==> config.mk <==
export PLATFORM = sky130hd
export DESIGN_NAME = rmp_ctrl
export DESIGN_NICKNAME = d
export VERILOG_FILES = /design/src/sv/rmp_pkg.sv /design/src/sv/rmp_ctrl.sv
export SDC_FILE = /design/constraint.sdc
export NUM_CORES = 1
export LEC_CHECK = 0
export ABC_AREA = 1
export BUFFER_PORTS_ARGS = -buffer_cell sky130_fd_sc_hd__clkbuf_2
export CAP_MARGIN = 20
export CORE_UTILIZATION = 40
export CTS_BUF_LIST = sky130_fd_sc_hd__clkbuf_4 sky130_fd_sc_hd__clkbuf_8
export DETAILED_ROUTE_END_ITERATION = 8
export GPL_TIMING_DRIVEN = 0
export PLACE_DENSITY_LB_ADDON = 0.08
export SLEW_MARGIN = 20
export SYNTH_ARGS = -nofsm -noshare
export SYNTH_HDL_FRONTEND = slang
export SYNTH_SLANG_ARGS = --single-unit
==> constraint.sdc <==
create_clock -name clk -period 1.9 [get_ports clk]
set_input_delay 0.19 -clock clk [delete_from_list [all_inputs] [get_ports clk]]
set_output_delay 0.19 -clock clk [all_outputs]
set_load 0.01 [all_outputs]
==> src/sv/rmp_pkg.sv <==
// Types, constants and helper functions of the ROI max pooling unit.
`default_nettype none
package rmp_pkg;

  localparam int BATCHES    = 2;
  localparam int CHANNELS   = 16;
  localparam int MAX_HEIGHT = 32;
  localparam int MAX_WIDTH  = 32;
  localparam int MAX_POOLED = 8;
  localparam int ADDR_W     = $clog2(BATCHES * CHANNELS * MAX_HEIGHT * MAX_WIDTH);

  // Region sizes reach 8191, so 13 bits carry sizes and bin offsets.
  localparam int SIZE_W = 13;

  localparam logic signed [15:0] EMPTY_VALUE = 16'sh8000;

  localparam logic OP_LOAD = 1'b0;
  localparam logic OP_POOL = 1'b1;

  // Register byte addresses.
  localparam logic [4:0] ADDR_PH    = 5'h00;
  localparam logic [4:0] ADDR_PW    = 5'h04;
  localparam logic [4:0] ADDR_SCALE = 5'h08;
  localparam logic [4:0] ADDR_MH    = 5'h0C;
  localparam logic [4:0] ADDR_MW    = 5'h10;

  localparam logic [3:0]  RST_PH    = 4'd7;
  localparam logic [3:0]  RST_PW    = 4'd7;
  localparam logic [16:0] RST_SCALE = 17'd4096;
  localparam logic [5:0]  RST_MH    = 6'd32;
  localparam logic [5:0]  RST_MW    = 6'd32;

  typedef struct packed {
    logic               operation;
    logic               batch_index;
    logic [3:0]         channel_index;
    logic [4:0]         row_index;
    logic [4:0]         column_index;
    logic signed [15:0] feature_value;
    logic signed [15:0] box_x1;
    logic signed [15:0] box_y1;
    logic signed [15:0] box_x2;
    logic signed [15:0] box_y2;
  } in_item_t;

  typedef struct packed {
    logic signed [15:0] pooled_value;
    logic [2:0]         bin_row;
    logic [2:0]         bin_column;
    logic               last_bin;
  } out_item_t;

  typedef struct packed {
    logic [3:0]  pooled_height;
    logic [3:0]  pooled_width;
    logic [16:0] spatial_scale;
    logic [5:0]  map_height;
    logic [5:0]  map_width;
  } cfg_t;

  // Commands from the controller to the datapath.
  typedef struct packed {
    logic       write_mem;
    logic       capture;
    logic       mul;
    logic       rnd;
    logic [1:0] corner;
    logic       size;
    logic       div_start;
    logic       div_latch;
    logic       div_axis;
    logic       row_init;
    logic       row_load;
    logic       col_init;
    logic       col_load;
    logic       scan;
    logic       emit;
    logic       col_adv;
    logic       row_adv;
  } cmd_t;

  // Status from the datapath to the controller.
  typedef struct packed {
    logic div_done;
    logic bin_empty;
    logic scan_last;
    logic col_last;
    logic row_last;
  } sts_t;

  // Effective bin count: zero acts as one, large values saturate.
  function automatic logic [3:0] bins_of(input logic [3:0] p);
    if (p == 4'd0) begin
      return 4'd1;
    end else if (p > 4'(MAX_POOLED)) begin
      return 4'(MAX_POOLED);
    end
    return p;
  endfunction

  // Clamp a signed map coordinate to [0, hi].
  function automatic logic [5:0] clamp_map(input logic signed [14:0] v,
                                           input logic [5:0] hi);
    if (v < 15'sd0) begin
      return 6'd0;
    end else if (v > $signed({9'd0, hi})) begin
      return hi;
    end
    return v[5:0];
  endfunction

endpackage
`default_nettype wire

==> src/sv/rmp_ctrl.sv <==
// Sequencer of the ROI max pooling unit: store writes, scaling, division, bin walk and scan.
`default_nettype none
module rmp_ctrl (
  input  wire logic          clk,
  input  wire logic          rst_n,
  input  wire logic          start,
  input  wire logic          operation,
  input  wire rmp_pkg::sts_t sts,
  output rmp_pkg::cmd_t      cmd,
  output logic               busy
);
  import rmp_pkg::*;

  localparam logic [3:0] S_IDLE    = 4'd0;
  localparam logic [3:0] S_MUL     = 4'd1;
  localparam logic [3:0] S_RND     = 4'd2;
  localparam logic [3:0] S_SIZE    = 4'd3;
  localparam logic [3:0] S_DIVH_GO = 4'd4;
  localparam logic [3:0] S_DIVH_WT = 4'd5;
  localparam logic [3:0] S_DIVW_GO = 4'd6;
  localparam logic [3:0] S_DIVW_WT = 4'd7;
  localparam logic [3:0] S_ROW     = 4'd8;
  localparam logic [3:0] S_COL     = 4'd9;
  localparam logic [3:0] S_SCAN    = 4'd10;
  localparam logic [3:0] S_DRAIN   = 4'd11;
  localparam logic [3:0] S_EMIT    = 4'd12;

  logic [3:0] state_r, state_nxt;
  logic [1:0] cnr_r, cnr_nxt;

  // Decode state into datapath commands and the next state.
  always_comb begin
    cmd        = '0;
    cmd.corner = cnr_r;
    state_nxt  = state_r;
    cnr_nxt    = cnr_r;
    case (state_r)
      S_IDLE: begin
        if (start) begin
          if (operation == OP_POOL) begin
            cmd.capture = 1'b1;
            cnr_nxt     = 2'd0;
            state_nxt   = S_MUL;
          end else begin
            cmd.write_mem = 1'b1;
          end
        end
      end
      S_MUL: begin
        cmd.mul   = 1'b1;
        state_nxt = S_RND;
      end
      S_RND: begin
        cmd.rnd = 1'b1;
        if (cnr_r == 2'd3) begin
          state_nxt = S_SIZE;
        end else begin
          cnr_nxt   = cnr_r + 2'd1;
          state_nxt = S_MUL;
        end
      end
      S_SIZE: begin
        cmd.size  = 1'b1;
        state_nxt = S_DIVH_GO;
      end
      S_DIVH_GO: begin
        cmd.div_start = 1'b1;
        state_nxt     = S_DIVH_WT;
      end
      S_DIVH_WT: begin
        if (sts.div_done) begin
          cmd.div_latch = 1'b1;
          state_nxt     = S_DIVW_GO;
        end
      end
      S_DIVW_GO: begin
        cmd.div_start = 1'b1;
        cmd.div_axis  = 1'b1;
        state_nxt     = S_DIVW_WT;
      end
      S_DIVW_WT: begin
        cmd.div_axis = 1'b1;
        if (sts.div_done) begin
          cmd.div_latch = 1'b1;
          cmd.row_init  = 1'b1;
          state_nxt     = S_ROW;
        end
      end
      S_ROW: begin
        cmd.row_load = 1'b1;
        cmd.col_init = 1'b1;
        state_nxt    = S_COL;
      end
      S_COL: begin
        cmd.col_load = 1'b1;
        state_nxt    = sts.bin_empty ? S_EMIT : S_SCAN;
      end
      S_SCAN: begin
        cmd.scan = 1'b1;
        if (sts.scan_last) begin
          state_nxt = S_DRAIN;
        end
      end
      S_DRAIN: begin
        state_nxt = S_EMIT;
      end
      S_EMIT: begin
        cmd.emit    = 1'b1;
        cmd.col_adv = 1'b1;
        if (sts.col_last) begin
          cmd.row_adv = 1'b1;
          state_nxt   = sts.row_last ? S_IDLE : S_ROW;
        end else begin
          state_nxt = S_COL;
        end
      end
      default: begin
        state_nxt = S_IDLE;
      end
    endcase
  end

  always_ff @(posedge clk) begin
    if (!rst_n) begin
      state_r <= S_IDLE;
      cnr_r   <= 2'd0;
    end else begin
      state_r <= state_nxt;
      cnr_r   <= cnr_nxt;
    end
  end

  assign busy = state_r != S_IDLE;

endmodule
`default_nettype wire

# Word level (Yosys, flattened, before mapping)

Cells that the tools add are included.
Widths: inputs -> output; s select.

Flip-flop bits (word level): 6
Word-level logic and storage cells: 61
Output and inout port bits: 19

Equality and inequality tests: 19
Add/subtract/negate cells: 1
Reduce and logical (&&, ||, !) cells: 8
Muxes and demuxes: 31

Operators by type and width:

| kind                | number |
|---|---|
| $pmux 4 s13         | 1 |
| $mux 4              | 7 |
| $eq 4x4->1 const B  | 5 |
| $eq 4x3->1 const B  | 4 |
| $mux 2              | 7 |
| $mux 1              | 13 |
| $ne 2x2->1 const B  | 6 |
| $eq 4x2->1 const B  | 2 |
| $mux 3              | 2 |
| $reduce_or 2->1     | 3 |
| $reduce_and 5->1    | 1 |
| $eq 4x1->1 const B  | 1 |
| $logic_not 4->1     | 1 |
| $pmux 2 s2          | 1 |
| $reduce_and 4->1    | 1 |
| $reduce_bool 4->1   | 1 |
| $add 2x1->2 const B | 1 |
| $eq 2x2->1 const B  | 1 |
| $reduce_bool 2->1   | 1 |

# Longest topological paths before layout

Depth in word-level cells: 3
Gate-level depth with buffers: 8

# Worst setup path after synthesis

Ideal clock, no wire load.

Kind: flip-flop to output port
Start point: register state_r[3]
End point: output port cmd[17] (netlist bit)
Data arrival time: 1.012 ns
Cell stages (with the launch flop): 4
Buffers on the path: 0
Required time: 1.710 ns
Path slack: 0.698 ns
Cells stage by stage: dfxtp_1 > nor2_2 > nand2_1 > nor3b_1

RTL lines:

| element                | RTL line        | RTL |
|---|---|---|
| start, declared        | rmp_ctrl.sv:28  | `logic [3:0] state_r, state_nxt;` |
| start signal, assigned | rmp_ctrl.sv:128 | `state_r <= state_nxt;` |
| end, declared          | rmp_ctrl.sv:9   | `output rmp_pkg::cmd_t cmd,` |

==> metrics <==
Worst EP arrival=1.38 ns; # nets final=142; Worst-Margin Slew=0.244 ns; RePlAce Congestion=0.830; H-tree lvl count=1; sequential share of power=42.5%; Crit. Startpoint=state_r[2]$_SDFFE_PN0P_; Ys Warns=0; Initial Util=46.0%; drt pass-1 iters=4; IO Pins=28; Fin. Hold Viols=0; final slew viol count=0; Inst Count DP=141; die area=0.00150 mm²; Switching Share=29.4%; Peak VDD IR=370 µV; min-delay worst type=primary input to flip-flop; FF-to-FF path depth=7; Seq. cell area=120 µm²; TritonCTS clock tree=yes; Layout area overhead=32.5%; Clock Power Share=32.2%; number of remaining DRC errors=0; Total Negative Setup Slacks=0 ns; final worst path period share=82.7%; Netlist cell types=15; antenna violations before repair=0; Multi-input gate area=333 µm²; CP required=1.71 ns; #FFs+latches synth=6; Int Pwr=239 µW; latest clock arrival within the worst-skew pair=0.23 ns; power per cell area=475 mW/mm²; GRT Total Usage=21.5%; CP Launch Type=flip-flop; critical path fanouts, max=5; WL per Instance=8.60 µm; most common cell after layout, fill and taps aside=nand2_1; HPWL Detailed=1070 µm; Crit. End Element=output port; skew final=0.00358 ns; vias in the first global route=556; Critical R2R Capture=state_r[3]$_SDFFE_PN0P_; die extent in x=38.7 µm; post-synthesis cell area=539 µm²; syn avg cell area=5.39 µm²; CTS Hold Bufs=0; chip height=38.7 µm; initial drt markers=11; synthesized net count=110; largest net degree at the start of global routing=8; Root Driver=clkbuf_4; core area=0.00117 mm²; most frequent cells in the layout=nand2_1, clkbuf_2, inv_1; first-pass GRT wire length=2250 µm; Max-slew headroom=83.7%; Logic pwr share=25.3%; Maximum Capacitance Violations=0; Sink Count=6; post-CTS resize count=0; antenna-violating nets left=0; # setup viols final=0; min cycle time layout=1.57 ns; Cells after Synth=100; Post-Route WL=1240 µm; flop2flop setup slack=0.65 ns; ANT cells=0; Non-Filler Instances=144; row count=12; Max Fclk=0.636 GHz; IO buf count=27; Via density=4.56; RSZ-0062 raised after global routing=no; share of layout cells above drive strength 1=33.1%; critical path type=flip-flop to output port; CTS clk-pin slew, worst paths=0.04 ns; status=completed; r2r startpoint=state_r[2]$_SDFFE_PN0P_; fillers=116; CTS Buf Count=3; crit path to=cmd[7]; register area share after synthesis=22.3%; Switching Power=99.8 µW; total global routing overflow=0; vias post-DR=657; postcts setup bufs=0; LEAKAGE=0.448 nW; clock buffer depth=2
cell families (layout without fill, tap and decap cells):
kind of cell | Yosys count | count (layout) | share of synthesized area (%)
and+or+nand+nor | 62 | 62 | 50.1
AOI/OAI and AO/OA | 10 | 10 | 9.28
DFF | 6 | 6 | 22.3
buffers and inverters | 21 | 51 | 16.0
adders and majority gates | 1 | 1 | 2.32
power by group through the flow:
stage	clock network [mW]	logic [mW]	registers, mW
2_1_floorplan	0	0.0536	0.147
3_3_place_gp	0	0.0852	0.146
3_5_place_dp	0	0.0865	0.146
4_1_cts	0.115	0.0869	0.144
5_1_grt	0.119	0.0996	0.145
6_report	0.109	0.0860	0.144
synthesized netlist by cell type:
master	number	share of area, %
nor2_2	5	5.8
nand2_1	31	22
ha_1	1	2.3
o21ai_0	2	1.9
inv_2	5	3.5
nand2_2	1	1.2
nand3b_1	2	2.8
buf_4	2	2.8
nor3_1	4	3.7
nand3_1	5	4.6
a21oi_1	8	7.4
inv_1	14	9.7
dfxtp_1	6	22
nor2_1	13	9.0
nor3b_1	1	1.4
worst max-delay path, cell delays in order (launching register included):
cell and delay (ns):
dfxtp_1 0.44, inv_2 0.08, nor2_2 0.18, inv_1 0.12, nor3_1 0.16, clkbuf_2 0.16
worst min path at each step:
stage                     startpoint                     to  slack, ns  depth (start not counted)
after global routing           rst_n  cnr_r[0]$_SDFFE_PN0P_       0.22                          3
after floorplan                rst_n  cnr_r[0]$_SDFFE_PN0P_       0.33                          2
after global placement         rst_n  cnr_r[1]$_SDFFE_PN0P_       0.45                          3
after detailed placement       rst_n  cnr_r[1]$_SDFFE_PN0P_       0.45                          3
after CTS                      rst_n  cnr_r[0]$_SDFFE_PN0P_       0.20                          3
final                          rst_n  cnr_r[1]$_SDFFE_PN0P_       0.21                          3
state kept, by name, indices dropped and copies added (netlist names):
| register | flops |
|---|---|
| state_r | 4 |
| cnr_r | 2 |
per-stage QoR:
stage	setup WS, ns	util [%]	instance area, µm²	power (mW)	hold WS, ns
after CTS	0.314	61.0	714	0.346	0.202
final	0.328	61.0	714	0.339	0.209
after global routing	0.149	61.0	714	0.364	0.223
after global placement	0.642	59.1	692	0.231	0.451
after detailed placement	0.617	59.1	692	0.233	0.448
after floorplan	0.698	-	539	0.201	0.328
final cells by class:
cell class | count | share of cell area [%]
plain buffers | 2 | 2.10
clock buffers | 3 | 3.15
inverters | 19 | 9.98
multi-input cells | 73 | 46.6
flip-flops and latches | 6 | 16.8
well taps | 14 | 2.45
repair buffers | 27 | 18.9
per-layer routing:
| layer | track usage (%) | vias to the layer above | part of all wire (%) |
|---|---|---|---|
| met2 | 32.9 | 23 | 48 |
| met4 | 10.3 | 0 | 0 |
| met5 | 0 | - | 0 |
| met3 | 3.47 | 0 | 4.8 |
| met1 | 28.8 | 269 | 47 |
| li1 | - | 365 | - |
Power figures use the tool's default switching activity.
